### src/ssv_pkg.sv
// shared types, codes and constants of the sine synth voice engine
package ssv_pkg;

    // build-time defaults
    localparam int DEF_VOICES       = 8;
    localparam int DEF_SAMPLE_RATE  = 44100;
    localparam int DEF_SINE_ENTRIES = 1024;

    // operation codes
    localparam logic [1:0] OP_NOTE_ON  = 2'd0;
    localparam logic [1:0] OP_NOTE_OFF = 2'd1;
    localparam logic [1:0] OP_TICK     = 2'd2;
    localparam logic [1:0] OP_UNUSED   = 2'd3;

    // configuration register indexes
    localparam logic [1:0] REG_FILTER_COEFF = 2'd0;
    localparam logic [1:0] REG_ATTACK_STEP  = 2'd1;
    localparam logic [1:0] REG_RELEASE_STEP = 2'd2;

    // fixed-point constants
    localparam logic [16:0] UNITY          = 17'd65536;
    localparam logic [16:0] ATTACK_RESET   = 17'd149;
    localparam logic [16:0] RELEASE_RESET  = 17'd15;
    localparam longint      MIX_DEN        = 64'sd83230720;
    localparam longint      MIX_LIMIT      = 64'sd131072 * MIX_DEN;
    localparam longint      HALF_PI_Q30    = 64'sd1686629713;
    localparam longint      Q30_ONE        = 64'sd1073741824;

    // base note frequencies of one octave, Q16.16 Hz
    localparam logic [31:0] BASE_FREQ_Q16 [12] = '{
        32'd535809, 32'd567670, 32'd601425, 32'd637188, 32'd675077, 32'd715219,
        32'd757749, 32'd802807, 32'd850544, 32'd901120, 32'd954703, 32'd1011473
    };

    typedef enum logic [1:0] {
        MODE_IDLE,
        MODE_ATTACK,
        MODE_SUSTAIN,
        MODE_RELEASE
    } env_mode_t;

    // one voice record, carried along the ring of cells
    typedef struct packed {
        env_mode_t          mode;
        logic [16:0]        level;
        logic [23:0]        phase;
        logic signed [15:0] filt;
        logic [6:0]         note;
        logic [6:0]         vel;
        logic [16:0]        coeff;
        logic [16:0]        atk;
        logic [16:0]        rel;
    } voice_t;

    localparam voice_t VOICE_RESET = '{
        mode:  MODE_IDLE,
        level: 17'd0,
        phase: 24'd0,
        filt:  16'sd0,
        note:  7'd0,
        vel:   7'd127,
        coeff: UNITY,
        atk:   ATTACK_RESET,
        rel:   RELEASE_RESET
    };

endpackage

### src/ssv_cell.sv
// one voice cell of the ring: holds a voice record, takes its neighbor's on shift
module ssv_cell (
    input  logic           clk,
    input  logic           rst_n,
    input  logic           shift,
    input  ssv_pkg::voice_t d_in,
    output ssv_pkg::voice_t q
);
    import ssv_pkg::*;

    voice_t voice_reg;

    // voice record register
    always_ff @(posedge clk or negedge rst_n)
    begin
        if (!rst_n)
        begin
            voice_reg <= VOICE_RESET;
        end
        else if (shift)
        begin
            voice_reg <= d_in;
        end
    end

    assign q = voice_reg;

endmodule

### config.mk
export PLATFORM = sky130hd
export DESIGN_NAME = ssv_cell
export DESIGN_NICKNAME = d
export VERILOG_FILES = /design/src/ssv_pkg.sv /design/src/ssv_cell.sv
export SDC_FILE = /design/constraint.sdc
export NUM_CORES = 1
export LEC_CHECK = 0
export ABC_CLOCK_PERIOD_IN_PS = 2100
export BUFFER_PORTS_ARGS = -buffer_cell sky130_fd_sc_hd__buf_4
export CORE_ASPECT_RATIO = 0.7
export CORE_MARGIN = 3
export CORE_UTILIZATION = 45
export CTS_CLUSTER_DIAMETER = 60
export CTS_CLUSTER_SIZE = 40
export DETAILED_ROUTE_END_ITERATION = 8
export MAX_ROUTING_LAYER = met4
export PLACE_DENSITY = 0.78
export SYNTH_ARGS = -nofsm -noshare
export SYNTH_HDL_FRONTEND = slang
export SYNTH_SLANG_ARGS = --single-unit
### constraint.sdc
create_clock -name clk -period 2.1 [get_ports clk]
set_input_delay 0.315 -clock clk [delete_from_list [all_inputs] [get_ports clk]]
set_output_delay 0.315 -clock clk [all_outputs]
set_load 0.05 [all_outputs]
==> key figures <==
Finish
  – Nets: ~650
  – FILL cells: around 700
  – Number of flip-flops in the largest register: 124
  – Share of post-route cells with drive strength above 1: 0.794
  – ANT cells: 0
  – Area growth syn-to-layout: 55.5%

Global route
  – Largest net degree at the start of global routing: 64
  – Met3 global-route usage: 0.0679
  – Grt met1 use: 0.234
  – First-pass GRT wire length: around 18000 um
  – GR peak layer: met2
  – Grt total ovfl: 0
  – Initial antenna violation count: 0
  – Number of global-route vias before repair: roughly 3500
  – Total track usage: 0.201
  – Met2 usage: 0.329

Placed design
  – DP HPWL: a little under 9000 um
  – Buffers on Ports: between 200 and 300
  – Gpl congestion: roughly 0.75

Timing
  – Final Critical Period: 1440 ps
  – Final setup fails: 0
  – RSZ-0062 raised after global routing: no
  – Slew Limit Headroom: 0.779
  – Worst-Margin Slew: between 300 and 400 ps
  – Pins over their slew limit: 0
  – Max Clk Rate: between 0.6 and 0.7 GHz
  – Final period utilization: 0.685
  – Final Skew: 0 ps
  – Final hold vios: 0
  – Total Neg Setup Slack: 0 ps

Power
  – Comb pwr share: 0.245
  – Power Total: 0.00791 W
  – Flop pwr share: 0.353
  – Clock share of power: 0.402
  – Sw frac: 0.295
  – P per Cell Area: 1050 mW/mm^2
  – P_int: 0.00558 W
  – Sw Pwr: around 0.0023 W
  – Max VDD drop: approximately 0.75 mV
  – Leak: 3.76 nW

Outcome
  – Outcome: finished, final reports clean

Yosys
  – Synth top area cells: dfrtp_1, mux2_4, mux2_2, dfstp_2, buf_6
  – Yosys reg bits: 124
  – Syn Nets: around 390
  – Cells after Synth: around 260
  – Async SR Flop Fraction: 1.00
  – Yosys cell types: 6
  – Synth cell count leaders: dfrtp_1, mux2_2, mux2_4
  – Largest area contributor in the synthesized netlist: dfrtp_1
  – Seq/Total Area, Yosys: 0.642
  – Ys Warns: 0
  – Syn Std Cell Area: 0.00486 mm^2
  – Count leader, synth: dfrtp_1
  – Main synth FF type: dfrtp_1
  – EDFF count, synth: 0
  – Yosys top cell area share: 0.556
  – Synth Area per Inst: between 15 and 20 um^2

Job
  – Max-cap check violation count: 0

Clock network
  – Cts hold-fix bufs: 1
  – Root Buffer: clkbuf_16
  – Clock slew at reported path FFs: roughly 60 ps
  – Post-CTS Setup Inserts: 0
  – Num CTS Buffers: 17
  – CTS tree: done
  – Deepest clock path buffer count: 2
  – Resized cells post-CTS: 0
  – Clock latency on the worst-skew pair: roughly 390 ps
  – H-tree depth: 4
  – Clk sinks: 124

Worst setup path
  – CP max-delay cell: dfstp_2
  – CP startpoint kind: register
  – Critical Path Sink Type: output pin
  – Worst EP arrival: between 1000 and 1500 ps
  – CP Cell Sequence: buf_4
  – Crit Path Max Fanout: 2
  – Top delay family on crit path: flip-flops
  – CP bufs+invs: 1
  – Max incr delay on CP: 530 ps
  – CP required: 1780 ps
  – Critical path class: register to output pin

Routing
  – DRT Pass-1 Iters: 4
  – Iteration-0 DRC Markers: 98
  – Vias post-DR: around 3200
  – Drt total wl: 11800 um
  – Drt via density: roughly 4.8
  – Antenna-violating nets left: 0
  – DRC errors left: 0
  – Avg WL per Cell: approximately 18 um

Floorplanning
  – Die footprint: around 0.012 mm^2
  – Initial core utilization: 0.466
  – Die H: 93.0 um
  – Core region area: between 0.01 and 0.015 mm^2
  – Die W: around 130 um
  – I/O pin cnt: about 250
  – Rows: 31

Worst hold path
  – Worst min-delay path category: input pin to register
## stage by stage
step	utilization	area, um^2	setup slack [ps]	std cells	hold slack, ps
2_1_floorplan	-	4860	970	262	19.4
3_3_place_gp	0.662	6910	716	637	356
3_5_place_dp	0.662	6910	666	637	365
4_1_cts	0.725	7570	640	670	128
5_1_grt	0.725	7570	621	670	125
6_report	0.725	7570	661	670	146
## layout by cell type, fill, tap and decap left out
| cell type | n |
|---|---|
| clkinvlp_4 | 1 |
| dfstp_2 | 16 |
| buf_12 | 5 |
| clkinv_4 | 2 |
| clkbuf_8 | 2 |
| buf_6 | 1 |
| clkbuf_16 | 17 |
| dfrtp_1 | 108 |
| clkinv_2 | 3 |
| bufinv_16 | 5 |
| clkbuf_1 | 2 |
| dlygate4sd3_1 | 1 |
| mux2_2 | 64 |
| mux2_4 | 60 |
| buf_4 | 251 |
## metal layers
| metal | wire [um] | up-vias |
|---|---|---|
| met5 | 0 | - |
| met4 | 151 | 0 |
| met3 | 1000 | 11 |
| met2 | 6020 | 150 |
| met1 | 4630 | 1593 |
| li1 | - | 1450 |
## worst paths after layout
check / start / to / slack, ps / cells after the start
min reg2reg: q[16] / q[16] / 510 / 1
max: q[2] / q[2] / 660 / 1
min in group asynchronous: rst_n / q[83] / 490 / 3
max reg2reg: q[66] / q[66] / 1310 / 1
min: d_in[11] / q[11] / 150 / 2
max in group asynchronous: rst_n / q[0] / 1280 / 3
## layout make-up
| cell class | instances | area (um^2) | share of cell area |
|---|---|---|---|
| Clock buffer | 21 | 460 | 0.0609 |
| Clock inverter | 11 | 190 | 0.0251 |
| Multi-Input combinational cell | 124 | 1620 | 0.214 |
| Sequential cell | 124 | 3120 | 0.413 |
| Tap cell | 132 | 165 | 0.0218 |
| Timing Repair Buffer | 258 | 2010 | 0.265 |
## power by group through the flow
stage          clock (W)  sequential, W  combinational [W]
3_5_place_dp           0        0.00283            0.00195
5_1_grt          0.00336        0.00282            0.00201
4_1_cts          0.00324        0.00280            0.00196
3_3_place_gp           0        0.00282            0.00193
2_1_floorplan          0        0.00367           0.000381
6_report         0.00318        0.00280            0.00194
## kinds of logic (layout without fill, tap and decap cells)
family / after synthesis / after routing / share of synthesized area
multiplexers: 124 / 124 / 0.333
buffers and inverters: 14 / 290 / 0.0247
flip-flops: 124 / 124 / 0.642
No activity file was read; power rests on OpenSTA's default activity.
