<file path="config.mk">
export PLATFORM = sky130hd
export DESIGN_NAME = ssv_mixdiv
export DESIGN_NICKNAME = d
export VERILOG_FILES = /design/src/ssv_pkg.sv /design/src/ssv_mixdiv.sv
export SDC_FILE = /design/constraint.sdc
export NUM_CORES = 1
export LEC_CHECK = 0
export ABC_CLOCK_PERIOD_IN_PS = 10760
export BUFFER_PORTS_ARGS = -buffer_cell sky130_fd_sc_hd__buf_2
export CAP_MARGIN = 20
export CORE_ASPECT_RATIO = 1.25
export CORE_MARGIN = 3
export CORE_UTILIZATION = 30
export DETAILED_ROUTE_END_ITERATION = 8
export PLACE_DENSITY_LB_ADDON = 0.3
export SYNTH_ARGS = -nofsm -noshare
export SYNTH_HDL_FRONTEND = slang
export SYNTH_SLANG_ARGS = --single-unit
</file>
<file path="constraint.sdc">
create_clock -name clk -period 10.76 [get_ports clk]
set_input_delay 0 -clock clk [delete_from_list [all_inputs] [get_ports clk]]
set_output_delay 0 -clock clk [all_outputs]
set_load 0.1 [all_outputs]
</file>
<file path="src/ssv_pkg.sv">
// shared types, codes and constants of the sine synth voice engine
package ssv_pkg;

    // build-time defaults
    localparam int DEF_VOICES       = 8;
    localparam int DEF_SAMPLE_RATE  = 44100;
    localparam int DEF_SINE_ENTRIES = 1024;

    // operation codes
    localparam logic [1:0] OP_NOTE_ON  = 2'd0;
    localparam logic [1:0] OP_NOTE_OFF = 2'd1;
    localparam logic [1:0] OP_TICK     = 2'd2;
    localparam logic [1:0] OP_UNUSED   = 2'd3;

    // configuration register indexes
    localparam logic [1:0] REG_FILTER_COEFF = 2'd0;
    localparam logic [1:0] REG_ATTACK_STEP  = 2'd1;
    localparam logic [1:0] REG_RELEASE_STEP = 2'd2;

    // fixed-point constants
    localparam logic [16:0] UNITY          = 17'd65536;
    localparam logic [16:0] ATTACK_RESET   = 17'd149;
    localparam logic [16:0] RELEASE_RESET  = 17'd15;
    localparam longint      MIX_DEN        = 64'sd83230720;
    localparam longint      MIX_LIMIT      = 64'sd131072 * MIX_DEN;
    localparam longint      HALF_PI_Q30    = 64'sd1686629713;
    localparam longint      Q30_ONE        = 64'sd1073741824;

    // base note frequencies of one octave, Q16.16 Hz
    localparam logic [31:0] BASE_FREQ_Q16 [12] = '{
        32'd535809, 32'd567670, 32'd601425, 32'd637188, 32'd675077, 32'd715219,
        32'd757749, 32'd802807, 32'd850544, 32'd901120, 32'd954703, 32'd1011473
    };

    typedef enum logic [1:0] {
        MODE_IDLE,
        MODE_ATTACK,
        MODE_SUSTAIN,
        MODE_RELEASE
    } env_mode_t;

    // one voice record, carried along the ring of cells
    typedef struct packed {
        env_mode_t          mode;
        logic [16:0]        level;
        logic [23:0]        phase;
        logic signed [15:0] filt;
        logic [6:0]         note;
        logic [6:0]         vel;
        logic [16:0]        coeff;
        logic [16:0]        atk;
        logic [16:0]        rel;
    } voice_t;

    localparam voice_t VOICE_RESET = '{
        mode:  MODE_IDLE,
        level: 17'd0,
        phase: 24'd0,
        filt:  16'sd0,
        note:  7'd0,
        vel:   7'd127,
        coeff: UNITY,
        atk:   ATTACK_RESET,
        rel:   RELEASE_RESET
    };

endpackage

</file>
<file path="src/ssv_mixdiv.sv">
// mix scaling: floor division by the mix denominator with saturation to 18 bits
module ssv_mixdiv #(
    parameter int NW = 48
) (
    input  logic                 clk,
    input  logic                 rst_n,
    input  logic                 start,
    input  logic signed [NW-1:0] num,
    output logic                 done,
    output logic signed [17:0]   quot
);
    import ssv_pkg::*;

    // the denominator is 635 * 2^17: shift out 2^17, then multiply by the reciprocal of 635
    // (exact for every shifted dividend below 2^28)
    localparam logic [28:0] RECIP_635 = 29'd432878594;

    logic [NW-1:0]      off;
    logic [27:0]        n2_reg;
    logic [56:0]        prod_reg;
    logic               hi1_reg;
    logic               lo1_reg;
    logic               hi2_reg;
    logic               lo2_reg;
    logic               v1_reg;
    logic               v2_reg;
    logic               done_reg;
    logic signed [17:0] quot_reg;
    logic [17:0]        qraw;

    // offset so the quotient is non-negative
    assign off  = num + NW'(MIX_LIMIT);
    assign qraw = prod_reg[38 +: 18];

    // three-stage pipeline: range check, reciprocal multiply, saturate
    always_ff @(posedge clk or negedge rst_n)
    begin
        if (!rst_n)
        begin
            v1_reg   <= 1'b0;
            v2_reg   <= 1'b0;
            done_reg <= 1'b0;
            hi1_reg  <= 1'b0;
            lo1_reg  <= 1'b0;
            hi2_reg  <= 1'b0;
            lo2_reg  <= 1'b0;
            n2_reg   <= '0;
            prod_reg <= '0;
            quot_reg <= '0;
        end
        else
        begin
            v1_reg <= start;
            if (start)
            begin
                hi1_reg <= (num >= NW'(MIX_LIMIT));
                lo1_reg <= (num < -NW'(MIX_LIMIT));
                n2_reg  <= off[17 +: 28];
            end

            v2_reg <= v1_reg;
            if (v1_reg)
            begin
                hi2_reg  <= hi1_reg;
                lo2_reg  <= lo1_reg;
                prod_reg <= 57'(n2_reg) * 57'(RECIP_635);
            end

            done_reg <= v2_reg;
            if (v2_reg)
            begin
                if (hi2_reg)
                begin
                    quot_reg <= 18'sd131071;
                end
                else if (lo2_reg)
                begin
                    quot_reg <= {1'b1, 17'd0};
                end
                else
                begin
                    quot_reg <= {~qraw[17], qraw[16:0]};
                end
            end
        end
    end

    assign done = done_reg;
    assign quot = quot_reg;

endmodule

</file>
==> impl_metrics.toml, run 1 <==
[placed_design]
dp_slack_ns = 3.67
gp_congestion = 0.898
dp_hpwl_mm = 29.9
io_buffers = 52
dp_cells = 1851

[worst_hold_path]
hold_start = "num[36]"
whs_path_depth = 4
hold_path.class = "input pin to register"

[logic_synthesis]
ys_seq_area_share_pct = 13.8
synth_ff_type = "dfrtp_1"
synth_cell_types = 59
async_reset_ff_share_pct = 100
syn-cell-area_um2 = 12900
synth_edf_count = 0
synth-seq-cells = 71
avgSynthCellArea_um2 = 10.2
synth_warnings = 0
syn_nets = 1757
syn-instance-count = 1257

[cells_and_area]
final_nets = 1828
fin_cells = 1892
largest_register_ff_count = 28
fillers = 4319
area_delta_synth_final_pct = 11.2
drive_gt1_share_pct = 8.03
antennaDiodeCount = 0

[setup_path]
worst_setup_path_start_kind = "register"
cp.required_ns = 11.00
cp-end-kind = "register"
rr_startpoint = "n2_reg[11]"
worstPathCellList = "ha_1 > xor2_1 > ha_1 > inv_1 > fa_1 > inv_1 > fa_1 > fa_1 > fa_1 > inv_1 > fa_1 > inv_1 > ha_1 > a21oi_1 > o21ai_0 > a31oi_1 > o211ai_1 > a221oi_2 > o21ai_0 > a221o_1"
crit_arrival_ns = 7.29
critPathLaunch = "n2_reg[11]"
r2r_cells = 20
slowest_delay_ns = 0.71
path_common_cell = "fa_1"
slowest_stage = "a221oi_2"
setup.worst_path.class = "register to register"
cp_max_fo = 7

[routing]
num_vias = 8972
route.detailed.drc = 0
drt_wl_total_mm = 33.9
drt-initial-drc-count = 358
drt-vias-per-instance = 4.74
first_pass_iters = 4
ant_nets = 0
routedWlPerCell_um = 17.9

[timing]
finalCritPeriodShare_pct = 65.5
tns_ns = 0
finClkSkew_ns = 0.0116
fin_crit_ns = 7.05
setup_slack_ns = 3.71
hold_viol_final = 0
worst_pin_slew_ns = 1.02
finalSetupViolCount = 0
max_freq_ghz = 0.142
hold_slack_ns = 0.0164
drv_slew = 0
rsz0062_at_grt = "false"
relSlewSlack_pct = 31.9

[flow_run]
max_cap_viol_count = 0

[floorplanning]
die_w_um = 191
die-area_um2 = 45400
core-area_um2 = 42100
die_h_um = 237
ios = 70
placementRows = 84
start_util_pct = 30.5

[global_routing]
busiest_layer = "met2"
gr-usage-met3_pct = 2.60
track_usage_pct = 16.2
antenna_found_initial = 0
overflow = 0
grt_pass1_vias = 10200
grt_pass1_wl_mm = 56.4
grt.met1_usage_pct = 19.5
grt_max_degree = 59
use_met2_pct = 28.8

[clock_network]
cts-root-buf = "clkbuf_16"
clkTransAtPathRegs_ns = 0.07
numCtsBuffers = 9
cts_sinks = 71
cts_hold_buf = 25
cts-htree-levels = 3
clock_latency_ns = 0.36
tritoncts = "yes"
post-cts-setup-buffers = 0
cts_resized = 0
clockBufferDepth = 2

[status]
outcome = "finished clean"
-- layout by cell type (no fill, tap or decap), drive strengths merged, types with 4 or more instances in the layout --
cell type      n
and2          11
o21ai         39
clkbuf        10
a21o          17
o21a           4
nor2          45
a221oi         4
or2            9
o2111ai        4
a21oi         88
xnor2         14
nor3           8
or3            6
fa           212
xor2          20
nand4         10
nand2         49
ha           237
and3           7
dfrtp         71
o2111a         5
buf           55
a31oi          7
nand3          9
mux2          21
o21bai         7
a221o          4
o211ai        10
dlygate4sd3   25
inv          277
nand2b         5
nor2b          5
-- through the flow --
stage	instance area [um^2]	util (%)
2_1_floorplan	12900	-
3_3_place_gp	13700	32.6
3_5_place_dp	13700	32.6
4_1_cts	14300	33.9
5_1_grt	14300	33.9
6_report	14300	33.9
-- synth_stat cells, drive strengths merged (6+ instances only) --
master  count  area (um^2)
inv       275         1030
a21oi      88          440
and3        7         43.8
fa        212         4240
o21bai      7         52.6
xor2       20          175
a31oi       7         43.8
clkbuf     16         62.6
xnor2      14          123
or3         6         37.5
or2         9         56.3
nor2       45          169
ha        237         2970
and2       11         68.8
nand4      10         62.6
mux2       21          236
a21o       17          128
nand3       9         45.0
nand2      49          184
dfrtp      71         1780
o211ai     10         75.1
o21ai      39          195
nor3        8         45.0
-- path summary, 6_finish.rpt --
path                                     end  slack [ns]
worst max-delay path            prod_reg[54]        3.71
worst min-delay path              n2_reg[19]        0.02
worst max register to register  prod_reg[54]        3.71
worst min register to register       lo2_reg        0.50
max in group asynchronous            quot[4]        9.73
min in group asynchronous          n2_reg[0]        0.03
-- layout make-up --
cell class / instances / area, um^2 / share of cell area (%)
tap: 559 / 699 / 4.89
clock buffer: 10 / 229 / 1.60
sequential: 71 / 1780 / 12.4
inverter: 276 / 1040 / 7.25
clock inverter: 6 / 68.8 / 0.481
multi-input combinational: 890 / 9950 / 69.6
timing repair buffer: 80 / 536 / 3.75
-- cells by family (layout without fill, tap and decap cells) --
group,Yosys count,count (layout),share of synthesized area [%]
adders and majority gates,449,449,56.1
buffers and inverters,296,372,8.77
AOI/OAI and AO/OA,214,214,10.6
and+or+nand+nor,172,172,6.50
DFF,71,71,13.8
xor gates and xnor gates,34,34,2.32
muxes,21,21,1.84
-- routing by layer --
layer / wire, um / vias up
li1: - / 4284
met1: 13800 / 4454
met2: 17500 / 177
met3: 1200 / 57
met4: 1410 / 0
met5: 0 / -
-- worst max-delay path, delay by kind of cell (launching register included) --
family / cells / cell delay, ns
XOR/XNOR: 1 / 0.49
adder cells (fa/ha/maj): 8 / 3.59
buffers and inverters: 4 / 0.26
flip-flops: 1 / 0.58
AO/OA/AOI/OAI: 7 / 1.99
Power of run 1 is not shown: default switching activity piles up to over one toggle a cycle in this logic, so the estimate is an artifact.
==> run 2, diff against run 1 <==
--- a/config.mk
+++ b/config.mk
@@ -5,7 +5,8 @@
 export SDC_FILE = /design/constraint.sdc
 export NUM_CORES = 1
 export LEC_CHECK = 0
-export ABC_CLOCK_PERIOD_IN_PS = 10760
+export ABC_AREA = 1
+export ABC_CLOCK_PERIOD_IN_PS = 6500
 export BUFFER_PORTS_ARGS = -buffer_cell sky130_fd_sc_hd__buf_2
 export CAP_MARGIN = 20
 export CORE_ASPECT_RATIO = 1.25
==> constraint.sdc (replaced) <==
create_clock -name clk -period 6.5 [get_ports clk]
set_input_delay 0 -clock clk [delete_from_list [all_inputs] [get_ports clk]]
set_output_delay 0 -clock clk [all_outputs]
set_load 0.1 [all_outputs]
==> impl_metrics.toml, run 2 <==
[status]
outcome = "finished clean"

[setup_path]
r2r_cells = 24
worst_setup_path_start_kind = "register"
cp.required_ns = 6.77
cp_max_fo = 8
setup.worst_path.class = "register to register"
cp-end-kind = "register"
crit_arrival_ns = 6.38

[logic_synthesis]
syn-cell-area_um2 = 13800
synth_ff_type = "dfrtp_1"
synth_largest_area_cell = "fa_1"
synth_warnings = 0
synth_edf_count = 0
syn_nets = 2119
async_reset_ff_share_pct = 100
synth_cell_types = 44
synth-seq-cells = 71
synth_common_cells = "361 x inv_1, 314 x nand2_1, 237 x ha_1, 212 x fa_1, 101 x nor2_1"
synth.most_common_cell = "inv_1"
synthTopCellsByArea = "fa_1 31%, ha_1 22%, dfrtp_1 13%"
synth_top_area_share_pct = 30.8
ys_seq_area_share_pct = 12.9
avgSynthCellArea_um2 = 8.51
syn-instance-count = 1619

[clock_network]
numCtsBuffers = 9
tritoncts = "yes"
post-cts-setup-buffers = 0
cts-root-buf = "clkbuf_16"
clkTransAtPathRegs_ns = 0.08
cts_sinks = 71
cts-htree-levels = 3
clock_latency_ns = 0.39
clockBufferDepth = 2
cts_resized = 0
cts_hold_buf = 30

[cells_and_area]
final_nets = 2216
most-common-layout-cells = "361 x inv_1, 314 x nand2_1, 237 x ha_1"
area_delta_synth_final_pct = 12.0
drive_gt1_share_pct = 8.02
final_area_um2 = 15400
fin_cells = 2299
antennaDiodeCount = 0
final_common_cell = "inv_1"
largest_register_ff_count = 28
fillers = 4831

[timing]
hold_slack_ns = 0.0309
worst_pin_slew_ns = 0.830
hold_viol_final = 0
rsz0062_at_grt = "false"
finalSetupViolCount = 0
max_freq_ghz = 0.164
finClkSkew_ns = 0.0159
tns_ns = 0
finalCritPeriodShare_pct = 94.1
fin_crit_ns = 6.12
relSlewSlack_pct = 44.2
drv_slew = 0

[worst_hold_path]
hold_path.class = "input pin to register"
whs_path_depth = 4

[global_routing]
antenna_found_initial = 0
grt_pass1_vias = 11500
track_usage_pct = 17.5
grt_pass1_wl_mm = 64.4
grt_max_degree = 72
overflow = 0

[floorplanning]
die_h_um = 246
die-area_um2 = 48600
die_w_um = 198
placementRows = 87
ios = 70
core-area_um2 = 45300
start_util_pct = 30.4

[flow_run]
max_cap_viol_count = 0

[placed_design]
gp_congestion = 0.917
post_dp_cell_area_um2 = 14800
dp_hpwl_mm = 36.2
io_buffers = 52
dp_cells = 2251

[routing]
num_vias = 10600
ant_nets = 0
first_pass_iters = 5
routedWlPerCell_um = 17.6
drt_wl_total_mm = 40.5
drt-vias-per-instance = 4.60
drt-initial-drc-count = 487
route.detailed.drc = 0
==> run 2: changes by cell type after synthesis, sizes merged, moves of 10 or more <==
cell   change
a21oi     -19
inv       +94
nor2      +70
nand3     +44
a21o      -13
nand4     +10
mux2      -21
nand2    +279
==> run 2: worst paths after layout <==
| kind | startpoint | endpoint | slack, ns |
|---|---|---|---|
| setup / recovery | n2_reg[6] | prod_reg[43] | 0.38 |
| hold / removal | num[43] | n2_reg[26] | 0.03 |
| setup reg to reg | n2_reg[6] | prod_reg[43] | 0.38 |
| hold reg to reg | prod_reg[44] | prod_reg[44] | 0.48 |
| max in group asynchronous | rst_n | hi1_reg | 5.84 |
| min in group asynchronous | rst_n | n2_reg[4] | 0.04 |
==> run 2: layer usage <==
| layer | wire [um] | up-vias | track usage, % |
|---|---|---|---|
| met5 | 0 | - | 0 |
| li1 | - | 5194 | - |
| met2 | 19600 | 188 | 30.0 |
| met1 | 18000 | 5119 | 22.5 |
| met4 | 1700 | 0 | 7.35 |
| met3 | 1180 | 67 | 1.96 |
==> run 2: critical path: stages, from the launching register on <==
cell,delay [ns]
dfrtp_1,0.50
ha_1,0.41
xor2_1,0.20
buf_4,0.18
ha_1,0.17
or2_2,0.30
fa_1,0.50
fa_1,0.46
fa_1,0.53
fa_1,0.56
inv_1,0.06
fa_1,0.53
inv_1,0.04
ha_1,0.30
nand2_1,0.10
nor2_1,0.21
inv_1,0.08
nor3_1,0.32
nand2_1,0.09
nand2_1,0.07
nand3b_1,0.10
nand2_1,0.09
nand2_1,0.05
nand3_1,0.07
nand2_1,0.05
==> run 2: logic make-up after synthesis <==
kind of cell,Yosys count,share of synthesized area (%)
simple gates,546,17.0
fa+ha+maj,449,52.3
buf+inv,388,10.6
compound gates,142,5.75
flops,71,12.9
xor+xnor,23,1.46
==> run 2: final cells by class <==
type / count / area [um^2] / share of cell area (%)
flip-flops and latches: 71 / 1780 / 11.5
inverters: 375 / 1410 / 9.12
clock inverters: 7 / 52.6 / 0.340
well taps: 578 / 723 / 4.68
multi-input cells: 1160 / 10500 / 68.3
clock buffers: 9 / 225 / 1.46
repair buffers: 99 / 711 / 4.60
==> run 2: through the flow <==
stage | setup WS (ns) | utilization [%]
3_5_place_dp | 0.454 | 32.7
3_3_place_gp | 0.413 | 32.7
4_1_cts | 0.368 | 34.0
6_report | 0.385 | 34.1
5_1_grt | 0.0299 | 34.1
2_1_floorplan | 1.12 | -
Power of run 2 is left out for the same reason.
==> run 3, diff against run 2 <==
--- a/config.mk
+++ b/config.mk
@@ -5,7 +5,7 @@
 export SDC_FILE = /design/constraint.sdc
 export NUM_CORES = 1
 export LEC_CHECK = 0
-export ABC_AREA = 1
+export ABC_AREA = 0
 export ABC_CLOCK_PERIOD_IN_PS = 6500
 export BUFFER_PORTS_ARGS = -buffer_cell sky130_fd_sc_hd__buf_2
 export CAP_MARGIN = 20
==> impl_metrics.toml, run 3 (synthesis results as in run 1) <==
[global_routing]
antenna_found_initial = 0
overflow = 0
grt_max_degree = 57
grt_pass1_wl_mm = 58.1
track_usage_pct = 16.8
grt_pass1_vias = 10400

[floorplanning]
die_w_um = 191
core-area_um2 = 42100
ios = 70
die_h_um = 237
start_util_pct = 30.5
die-area_um2 = 45400
placementRows = 84

[routing]
drt-initial-drc-count = 337
routedWlPerCell_um = 18.2
wl_met1_mm = 14.8
first_pass_iters = 5
dr_wl_met3_um = 954
dr_wl_met2_mm = 18.0
drt-vias-per-instance = 4.76
num_vias = 9301
route.detailed.drc = 0
ant_nets = 0
dr.max_layer_used = "met4"
drt_wl_total_mm = 35.6

[timing]
hold_viol_final = 0
max_freq_ghz = 0.159
finalCritPeriodShare_pct = 96.7
setup_slack_ns = 0.213
worst_pin_slew_ns = 1.06
hold_slack_ns = 0.0168
rsz0062_at_grt = "false"
finClkSkew_ns = 0.0135
drv_slew = 0
fin_crit_ns = 6.29
finalSetupViolCount = 0
tns_ns = 0
relSlewSlack_pct = 29.5

[placed_design]
io_buffers = 52
dp_slack_ns = 0.0968
dp_hpwl_mm = 31.7
gp_congestion = 0.933

[clock_network]
clkTransAtPathRegs_ns = 0.06
tritoncts = "yes"
cts_sinks = 71
clock_latency_ns = 0.36
numCtsBuffers = 9
clockBufferDepth = 2
cts-htree-levels = 3
cts-root-buf = "clkbuf_16"

[cells_and_area]
area_delta_synth_final_pct = 16.5
largest_register_ff_count = 28
drive_gt1_share_pct = 15.0
final_nets = 1890
antennaDiodeCount = 0
fillers = 4298
final_common_cell = "inv_1"
most-common-layout-cells = "274 x inv_1, 223 x ha_1, 211 x fa_1"

[setup_path]
cp-end-kind = "register"
cp_max_fo = 5
cp.required_ns = 6.74
worst_setup_path_start_kind = "register"
setup.worst_path.class = "register to register"
crit_arrival_ns = 6.53

[worst_hold_path]
hold_path.class = "input pin to register"

[status]
outcome = "finished clean"

[flow_run]
max_cap_viol_count = 0
## run 3: layout make-up
| class | instances | area [um^2] | share of cell area (%) |
|---|---|---|---|
| Multi-Input combinational cell | 890 | 10200 | 68.0 |
| Inverter | 276 | 1040 | 6.92 |
| Timing Repair Buffer | 142 | 1000 | 6.68 |
| Clock inverter | 5 | 35.0 | 0.234 |
| Clock buffer | 11 | 233 | 1.55 |
| Tap cell | 559 | 699 | 4.67 |
| Sequential cell | 71 | 1790 | 11.9 |
## run 3: worst max-delay path, stage by stage, from the launching register on
cell	delay (ns)
dfrtp_2	0.46
ha_2	0.34
xor2_2	0.19
buf_4	0.16
ha_1	0.18
or2_2	0.30
fa_1	0.45
fa_1	0.52
fa_1	0.55
inv_1	0.06
fa_1	0.52
inv_1	0.04
ha_1	0.33
ha_4	0.30
nand4_1	0.14
or3_1	0.47
a311oi_4	0.38
buf_4	0.17
nor3_1	0.05
buf_4	0.17
xnor2_1	0.13
mux2_2	0.27
## run 3: worst paths after layout
path                         startpoint      endpoint  slack (ns)  depth (start not counted)
max                          n2_reg[10]  prod_reg[44]        0.21                         21
min                             num[35]    n2_reg[18]        0.02                          4
min in group asynchronous         rst_n     n2_reg[4]        0.03                          2
max reg2reg                  n2_reg[10]  prod_reg[44]        0.21                         21
max in group asynchronous         rst_n  prod_reg[49]        5.46                          3
min reg2reg                prod_reg[49]  prod_reg[49]        0.49                          1
## run 3: layer usage
metal  global-route usage, %  vias to the layer above
li1                        -                     4380
met1                    20.4                     4681
met2                    29.5                      166
met3                    2.21                       74
met4                    7.50                        0
met5                       0                        -
## run 3: per-stage QoR
step           utilization (%)  instances  instance area, um^2
2_1_floorplan                -       1257                12900
3_3_place_gp              33.7       1911                14200
3_5_place_dp              33.7       1911                14200
4_1_cts                   34.9       1952                14700
5_1_grt                   35.5       1954                15000
6_report                  35.5       1954                15000
## run 3: what timing repair did
action                                  4_1_cts  5_1_grt
hold endpoints to repair                     39        0
endpoints found under the setup margin        0       15
buffers inserted                              0        2
gates resized for setup                       0       44
hold buffers                                 25        0
Power of run 3 is left out for the same reason.
